[config.mk]
export PLATFORM = sky130hd
export DESIGN_NAME = circle_overlap_pixel_colorizer
export DESIGN_NICKNAME = d
export VERILOG_FILES = /design/src/copc_pkg.sv /design/src/copc_store.sv /design/src/circle_overlap_pixel_colorizer.sv
export SDC_FILE = /design/constraint.sdc
export NUM_CORES = 2
export LEC_CHECK = 0
export ABC_CLOCK_PERIOD_IN_PS = 12600
export BUFFER_PORTS_ARGS = -buffer_cell sky130_fd_sc_hd__clkbuf_2
export CAP_MARGIN = 40
export CORE_MARGIN = 8
export CORE_UTILIZATION = 68
export DETAILED_ROUTE_END_ITERATION = 10
export PLACE_DENSITY_LB_ADDON = 0.1
export SLEW_MARGIN = 20
export SYNTH_ARGS = -nofsm -noshare
export SYNTH_HDL_FRONTEND = slang
export SYNTH_SLANG_ARGS = --single-unit
[constraint.sdc]
create_clock -name clk -period 12.6 [get_ports clk]
set_input_delay 2.52 -clock clk [delete_from_list [all_inputs] [get_ports clk]]
set_output_delay 2.52 -clock clk [all_outputs]
set_load 0.005 [all_outputs]
[src/copc_pkg.sv]
// Package for the circle overlap pixel colouriser: shared constants, codes,
// the controller state type and the colour palette.
// Depends on nothing; used by the top module, the checker and the testbench.
package copc_pkg;

	localparam int MAX_CENTRES_DEF = 64;
	localparam int COORD_BITS_DEF  = 12;

	localparam int RADIUS_W = 12;
	localparam int R2_W     = 2 * RADIUS_W;
	localparam int CNT_OUT_W = 7;
	localparam int COLOR_W  = 8;
	localparam int SEL_W    = 4;

	localparam logic [RADIUS_W-1:0] RADIUS_RESET = 12'd50;
	localparam logic [R2_W-1:0]     R2_RESET     = 24'(RADIUS_RESET) * 24'(RADIUS_RESET);

	typedef enum logic {
		FUNC_ADD   = 1'b0,
		FUNC_QUERY = 1'b1
	} func_t;

	typedef enum logic [1:0] {
		ST_IDLE,
		ST_WALK,
		ST_DRAIN
	} state_t;

	typedef struct packed {
		logic [COLOR_W-1:0] red;
		logic [COLOR_W-1:0] green;
		logic [COLOR_W-1:0] blue;
	} rgb_t;

	// Palette index is the hit count limited to eight.
	function automatic rgb_t palette(input logic [SEL_W-1:0] sel);
		rgb_t c;
		unique case (sel)
			4'd0, 4'd1: c = '{8'd255, 8'd255, 8'd255};
			4'd2:       c = '{8'd255, 8'd0,   8'd0};
			4'd3:       c = '{8'd255, 8'd165, 8'd0};
			4'd4:       c = '{8'd255, 8'd255, 8'd0};
			4'd5:       c = '{8'd0,   8'd255, 8'd0};
			4'd6:       c = '{8'd0,   8'd0,   8'd255};
			4'd7:       c = '{8'd75,  8'd0,   8'd130};
			default:    c = '{8'd255, 8'd105, 8'd180};
		endcase
		return c;
	endfunction

endpackage

[src/copc_store.sv]
// Centre store: one synchronous memory holding x and y of each circle centre,
// one write port and one read port with registered read data.
// Depends on nothing; it does not import copc_pkg and uses no shared types.
module copc_store #(
	parameter int MAX_CENTRES = 64,
	parameter int COORD_BITS  = 12,
	parameter int IDX_W       = (MAX_CENTRES > 1) ? $clog2(MAX_CENTRES) : 1
) (
	input  logic                  clk,
	input  logic                  we,
	input  logic [IDX_W-1:0]      waddr,
	input  logic [COORD_BITS-1:0] wx,
	input  logic [COORD_BITS-1:0] wy,
	input  logic                  re,
	input  logic [IDX_W-1:0]      raddr,
	output logic [COORD_BITS-1:0] rx,
	output logic [COORD_BITS-1:0] ry
);

	logic [2*COORD_BITS-1:0] mem [MAX_CENTRES];
	logic [2*COORD_BITS-1:0] rdata_s1;

	always_ff @(posedge clk) begin
		if (we) begin
			mem[waddr] <= {wx, wy};
		end
	end

	always_ff @(posedge clk) begin
		if (re) begin
			rdata_s1 <= mem[raddr];
		end
	end

	assign rx = rdata_s1[2*COORD_BITS-1:COORD_BITS];
	assign ry = rdata_s1[COORD_BITS-1:0];

endmodule

[src/circle_overlap_pixel_colorizer.sv]
// Circle overlap pixel colouriser. An add transaction loads the output register at
// its accepting edge, so adds can follow one per cycle while unstalled. A query makes
// one store read per cycle through a read, square and compare pipeline and loads its
// result once the pipeline is empty and the slot is free; the next item is taken in
// the cycle after at the earliest. Reset clears the centre count, the radius (to 50)
// and all control state; the centre store is not cleared and needs no clearing pass.
module circle_overlap_pixel_colorizer
	import copc_pkg::*;
#(
	parameter int MAX_CENTRES = MAX_CENTRES_DEF,
	parameter int COORD_BITS  = COORD_BITS_DEF
) (
	input  logic                  clk,
	input  logic                  arst_n,
	input  logic                  radius_we,
	input  logic [RADIUS_W-1:0]   radius_wdata,
	input  logic                  in_valid,
	output logic                  in_stall,
	input  logic                  func,
	input  logic [COORD_BITS-1:0] point_x,
	input  logic [COORD_BITS-1:0] point_y,
	output logic                  out_valid,
	input  logic                  out_stall,
	output logic [CNT_OUT_W-1:0]  covered_count,
	output logic [COLOR_W-1:0]    color_red,
	output logic [COLOR_W-1:0]    color_green,
	output logic [COLOR_W-1:0]    color_blue,
	output logic                  add_dropped
);

	localparam int IDX_W = (MAX_CENTRES > 1) ? $clog2(MAX_CENTRES) : 1;
	localparam int CNT_W = $clog2(MAX_CENTRES + 1);
	localparam int SQ_W  = 2 * COORD_BITS;
	localparam int CMP_W = (SQ_W + 1 > R2_W) ? SQ_W + 1 : R2_W;
	localparam int HX_W  = (CNT_W > CNT_OUT_W) ? CNT_W : CNT_OUT_W;
	localparam logic [CNT_W-1:0] CNT_MAX = CNT_W'(MAX_CENTRES);
	localparam logic [HX_W-1:0]  OUT_SAT = HX_W'((1 << CNT_OUT_W) - 1);
	localparam logic [HX_W-1:0]  SEL_SAT = HX_W'(8);

	state_t st_q, st_d;

	logic [RADIUS_W-1:0]   radius_q;
	logic [R2_W-1:0]       r2_q;
	logic [CNT_W-1:0]      count_q;
	logic [CNT_W-1:0]      issue_q;
	logic [CNT_W-1:0]      hits_q;
	logic [COORD_BITS-1:0] px_q, py_q;

	logic                  rd_v_s1;
	logic [COORD_BITS-1:0] rd_x, rd_y;
	logic [COORD_BITS-1:0] dx, dy;
	logic                  v_s2;
	logic [SQ_W-1:0]       sq_x_s2, sq_y_s2;
	logic                  hit;

	logic                  out_valid_q;
	logic [CNT_OUT_W-1:0]  covered_q;
	rgb_t                  color_q;
	logic                  dropped_q;

	logic slot_free, in_acc, is_add, full, mem_we, mem_re;
	logic issue_done, pipe_empty, load_add, load_query, clear_hits;
	logic [HX_W-1:0]       hits_x;
	logic [SEL_W-1:0]      sel;

	assign slot_free  = !out_valid_q || !out_stall;
	assign in_stall   = !((st_q == ST_IDLE) && slot_free);
	assign in_acc     = in_valid && !in_stall;
	assign is_add     = (func_t'(func) == FUNC_ADD);
	assign full       = (count_q == CNT_MAX);
	assign mem_we     = in_acc && is_add && !full;
	assign issue_done = (issue_q == count_q);
	assign mem_re     = (st_q == ST_WALK) && !issue_done;
	assign pipe_empty = !rd_v_s1 && !v_s2;
	assign load_add   = in_acc && is_add;

	always_comb begin
		st_d       = st_q;
		load_query = 1'b0;
		clear_hits = 1'b0;
		unique case (st_q)
			ST_IDLE: begin
				if (in_acc && !is_add) begin
					st_d       = ST_WALK;
					clear_hits = 1'b1;
				end
			end
			ST_WALK: begin
				if (issue_done) begin
					st_d = ST_DRAIN;
				end
			end
			ST_DRAIN: begin
				// The last comparison has landed once both pipeline stages are empty.
				if (pipe_empty && slot_free) begin
					load_query = 1'b1;
					st_d       = ST_IDLE;
				end
			end
			default: st_d = ST_IDLE;
		endcase
	end

	always_ff @(posedge clk or negedge arst_n) begin
		if (!arst_n) begin
			st_q <= ST_IDLE;
		end else begin
			st_q <= st_d;
		end
	end

	always_ff @(posedge clk or negedge arst_n) begin
		if (!arst_n) begin
			radius_q <= RADIUS_RESET;
			r2_q     <= R2_RESET;
		end else begin
			if (radius_we) begin
				radius_q <= radius_wdata;
			end
			r2_q <= R2_W'(radius_q) * R2_W'(radius_q);
		end
	end

	always_ff @(posedge clk or negedge arst_n) begin
		if (!arst_n) begin
			count_q <= '0;
		end else if (mem_we) begin
			count_q <= count_q + 1'b1;
		end
	end

	always_ff @(posedge clk) begin
		if (in_acc) begin
			px_q <= point_x;
			py_q <= point_y;
		end
	end

	copc_store #(
		.MAX_CENTRES (MAX_CENTRES),
		.COORD_BITS  (COORD_BITS),
		.IDX_W       (IDX_W)
	) u_store (
		.clk   (clk),
		.we    (mem_we),
		.waddr (count_q[IDX_W-1:0]),
		.wx    (point_x),
		.wy    (point_y),
		.re    (mem_re),
		.raddr (issue_q[IDX_W-1:0]),
		.rx    (rd_x),
		.ry    (rd_y)
	);

	assign dx  = (rd_x >= px_q) ? rd_x - px_q : px_q - rd_x;
	assign dy  = (rd_y >= py_q) ? rd_y - py_q : py_q - rd_y;
	assign hit = (CMP_W'(sq_x_s2) + CMP_W'(sq_y_s2)) < CMP_W'(r2_q);

	always_ff @(posedge clk or negedge arst_n) begin
		if (!arst_n) begin
			issue_q <= '0;
			rd_v_s1 <= 1'b0;
			v_s2    <= 1'b0;
			hits_q  <= '0;
		end else begin
			if (clear_hits) begin
				issue_q <= '0;
			end else if (mem_re) begin
				issue_q <= issue_q + 1'b1;
			end
			rd_v_s1 <= mem_re;
			v_s2    <= rd_v_s1;
			if (clear_hits) begin
				hits_q <= '0;
			end else if (v_s2 && hit) begin
				hits_q <= hits_q + 1'b1;
			end
		end
	end

	always_ff @(posedge clk) begin
		sq_x_s2 <= SQ_W'(dx) * SQ_W'(dx);
		sq_y_s2 <= SQ_W'(dy) * SQ_W'(dy);
	end

	assign hits_x = HX_W'(hits_q);
	assign sel    = (hits_x > SEL_SAT) ? SEL_W'(8) : hits_x[SEL_W-1:0];

	always_ff @(posedge clk or negedge arst_n) begin
		if (!arst_n) begin
			out_valid_q <= 1'b0;
		end else if (load_add || load_query) begin
			out_valid_q <= 1'b1;
		end else if (!out_stall) begin
			out_valid_q <= 1'b0;
		end
	end

	always_ff @(posedge clk) begin
		if (load_add) begin
			covered_q <= '0;
			color_q   <= '0;
			dropped_q <= full;
		end else if (load_query) begin
			covered_q <= (hits_x > OUT_SAT) ? OUT_SAT[CNT_OUT_W-1:0] : hits_x[CNT_OUT_W-1:0];
			color_q   <= palette(sel);
			dropped_q <= 1'b0;
		end
	end

	assign out_valid     = out_valid_q;
	assign covered_count = covered_q;
	assign color_red     = color_q.red;
	assign color_green   = color_q.green;
	assign color_blue    = color_q.blue;
	assign add_dropped   = dropped_q;

`ifndef SYNTH
	a_count_bound: assert property (@(posedge clk) disable iff (!arst_n)
		count_q <= CNT_MAX)
		else $error("centre count exceeds store depth");

	a_hits_bound: assert property (@(posedge clk) disable iff (!arst_n)
		hits_q <= count_q)
		else $error("hit count exceeds stored centres");

	a_add_grows: assert property (@(posedge clk) disable iff (!arst_n)
		(in_acc && is_add && !full) |=> (count_q == $past(count_q) + 1'b1))
		else $error("accepted add did not extend the store");

	a_drop_blank: assert property (@(posedge clk) disable iff (!arst_n)
		(out_valid && add_dropped) |-> (covered_count == '0 && color_red == '0))
		else $error("dropped add transaction carries query data");
`endif

endmodule

==> results by group <==
Status
  – Outcome: finished, final reports clean

Yosys
  – Synthesized flop and latch total: 1709
  – Top FF cell, synth: edfxtp_1
  – Netlist Area Pre-Place: 78700 um^2
  – Post-synth ARST share: 3.57%
  – Post-synth EDFFs: 1585
  – Sequential element share of the synthesized area: 64.0%
  – Syn avg cell area: 17.7 um^2
  – Ys Warns: 0
  – Syn Nets: 4991
  – Synthesized instance count: 4439
  – Yosys cell types: 82

Setup path
  – Buf+Inv Stages, Crit Path: 2
  – Worst Reg-to-Reg Cells: 27
  – Crit path max-delay family: adder cells
  – Worst setup startpoint: u_store.rdata_s1[0]$_DFFE_PP_
  – Max FO, Critical Path: 11
  – Worst r2r src: u_store.rdata_s1[0]$_DFFE_PP_
  – CP Data Arrival Time: 9.33 ns
  – Slowest stage delay, CP: 0.64 ns
  – Critical path class: register to register
  – R2r setup slk: 3.90 ns
  – CP Data Required Time: 13.22 ns
  – Startpoint Class: register
  – CP endpoint kind: register
  – Worst R2R End: sq_y_s2[23]$_DFF_P_
  – Worst Setup EP: sq_y_s2[23]$_DFF_P_
  – Worst path most repeated cell: fa_1
  – Slowest CP cell: a2111oi_0
  – Cell count along the critical path: 27

GRT
  – Initial antenna violation count: 14
  – Tot GR Track Use: 31.3%
  – Grt ovf: 0
  – Number of global-route vias before repair: 43700
  – First-pass GRT wire length: 287000 um
  – Pin count of the biggest net entering global routing: 157

Layout
  – Layout cell share with drive strength beyond 1: 22.6%
  – NumNets Final: 5177
  – Fill cells: 6368
  – Layout area overhead: 10.9%

Route
  – Detailed-route wire length per cell: 31.4 um
  – Post-route antenna net violation count: 0
  – DRT Wirelength: 197000 um
  – Drt first pass iters: 6
  – Initial detailed-routing violation count: 5278
  – Residual DRC: 0
  – Via count: 42200
  – Vias per cell: 6.71

Timing
  – Slew @ Worst Pin: 1.05 ns
  – Fin crit period: 8.70 ns
  – Final TNS setup: 0 ns
  – Fmax: 0.115 GHz
  – RSZ-0062 raised after global routing: false
  – Final hold viol count: 0
  – Relative slew slack: 29.8%
  – Max-slew violations: 0
  – Fin Clk Skew: 0.0776 ns
  – Crit share post-route: 69.1%
  – Final Setup Violations: 0

Clock tree
  – CTS tree: done
  – Worst-path clk slew: 0.06 ns
  – Hold Buf Count CTS: 0
  – Post-CTS sizing: 0
  – Postcts setup bufs: 0
  – TritonCTS Sinks: 1709
  – Clk_lat worst skew: 0.79 ns
  – CTS buffer count: 167
  – H-Tree Depth: 4
  – CTS Root Cell: clkbuf_16
  – Clock buffer depth: 3

Placement
  – Port bufs: 75
  – Gp weighted congestion: 0.879
  – Hpwl dp: 112000 um

Die
  – Die span in x: 356 um
  – Starting Density: 68.1%
  – I/O Pins: 76
  – Die area: 127000 um^2
  – Rows: 125
  – Chip height: 356 um
  – Core box area: 116000 um^2

Worst hold path
  – Worst hold path class: register to register

Run
  – Max-cap check violation count: 0
per-layer routing:
metal | share of wire, % | track usage [%] | vias to the layer above | wire length [um]
met4 | 5.0 | 13.6 | 10 | 9880
met5 | 0.035 | 0 | - | 69
li1 | - | - | 17300 | -
met2 | 50 | 52.5 | 2737 | 98400
met1 | 36 | 40.2 | 21700 | 70200
met3 | 9.5 | 6.26 | 529 | 18700
area by class of cell:
class / count / area, um^2 / area share, %
flip-flops and latches: 1709 / 50400 / 57.8
multi-input cells: 2111 / 26200 / 30.0
clock buffers: 215 / 4470 / 5.12
clock inverters: 87 / 893 / 1.02
well taps: 1524 / 1910 / 2.18
inverters: 430 / 1620 / 1.85
repair buffers: 206 / 1810 / 2.08
diodes: 8 / 20.0 / 0.0229
how the worst min path moves through the flow:
stage,from,slack (ns),endpoint,cells past startpoint
after floorplan,rd_v_s1$_DFF_PN0_,0.35,v_s2$_DFF_PN0_,0
after CTS,rd_v_s1$_DFF_PN0_,0.43,v_s2$_DFF_PN0_,0
final,rd_v_s1$_DFF_PN0_,0.42,v_s2$_DFF_PN0_,0
after global routing,rd_v_s1$_DFF_PN0_,0.44,v_s2$_DFF_PN0_,0
after global placement,rd_v_s1$_DFF_PN0_,0.37,v_s2$_DFF_PN0_,0
after detailed placement,rd_v_s1$_DFF_PN0_,0.37,v_s2$_DFF_PN0_,0
cell families after synthesis:
family / Yosys count / synth area share [%]
DFF: 1709 / 64.0
muxes: 527 / 14.7
and+or+nand+nor: 632 / 3.74
adders and majority gates: 510 / 10.4
AOI/OAI and AO/OA: 315 / 2.63
buffers and inverters: 619 / 3.05
xor gates and xnor gates: 127 / 1.46
stage by stage:
step           setup WS [ns]  cell area [um^2]  utilization, %  hold slack [ns]  instances
2_1_floorplan           4.99             78700               -            0.354       4439
3_3_place_gp            4.12             81300            70.3            0.366       5954
6_report                3.90             87300            75.5            0.424       6290
3_5_place_dp            3.90             81800            70.8            0.370       5975
5_1_grt                 3.46             87300            75.5            0.439       6282
4_1_cts                 3.91             87200            75.4            0.432       6277
Yosys cell counts (all sizes together), types with 21 or more instances:
cell | instances | area (um^2)
buf | 70 | 338
nor2b | 26 | 163
nand3 | 36 | 180
clkbuf | 119 | 447
nand2 | 129 | 484
nor2 | 254 | 961
a21o | 25 | 188
xnor2 | 88 | 778
nand2b | 21 | 134
and2 | 55 | 347
inv | 430 | 1620
fa | 238 | 4760
or2 | 29 | 181
edfxtp | 1585 | 47600
ha | 272 | 3400
dfxtp | 63 | 1260
a21oi | 92 | 464
xor2 | 39 | 368
mux4 | 504 | 11400
o21ai | 68 | 340
dfrtp | 53 | 1330
o21a | 22 | 165
nor3 | 30 | 150
flip-flops by register name (all words and copies together) (netlist names):
register	flops
u_store.mem	1536
u_store.rdata_s1	24
r2_q	23
sq_x_s2	23
sq_y_s2	23
px_q	12
py_q	12
radius_q	12
count_q	7
covered_count	7
hits_q	7
issue_q	7
color_blue	4
color_green	4
color_red	2
st_q	2
add_dropped	1
out_valid	1
rd_v_s1	1
v_s2	1
cells in the final DEF, fill, tap and decap left out, types with 12 or more instances in the layout:
cell type,instances
inv_1,424
xor2_1,37
clkbuf_16,169
o21a_1,22
a21o_1,25
or2_2,20
nor2_2,51
edfxtp_1,1585
or3_1,14
buf_16,19
dfrtp_1,48
nor2_1,189
buf_4,104
clkinv_2,28
mux2i_1,12
o21ai_0,64
clkbuf_1,38
nand2_1,129
nand2b_1,20
and2_1,53
nand3_1,36
fa_1,238
xnor2_1,87
nor3_1,30
clkinv_1,30
nand4_1,18
dfxtp_1,63
nor2_4,14
ha_1,272
a21oi_1,91
nor2b_1,25
mux4_2,504
clkbuf_2,75
Power is left out: the tool's default activity adds up to more than one toggle a clock period on the data nets, which glitch-free logic cannot reach.
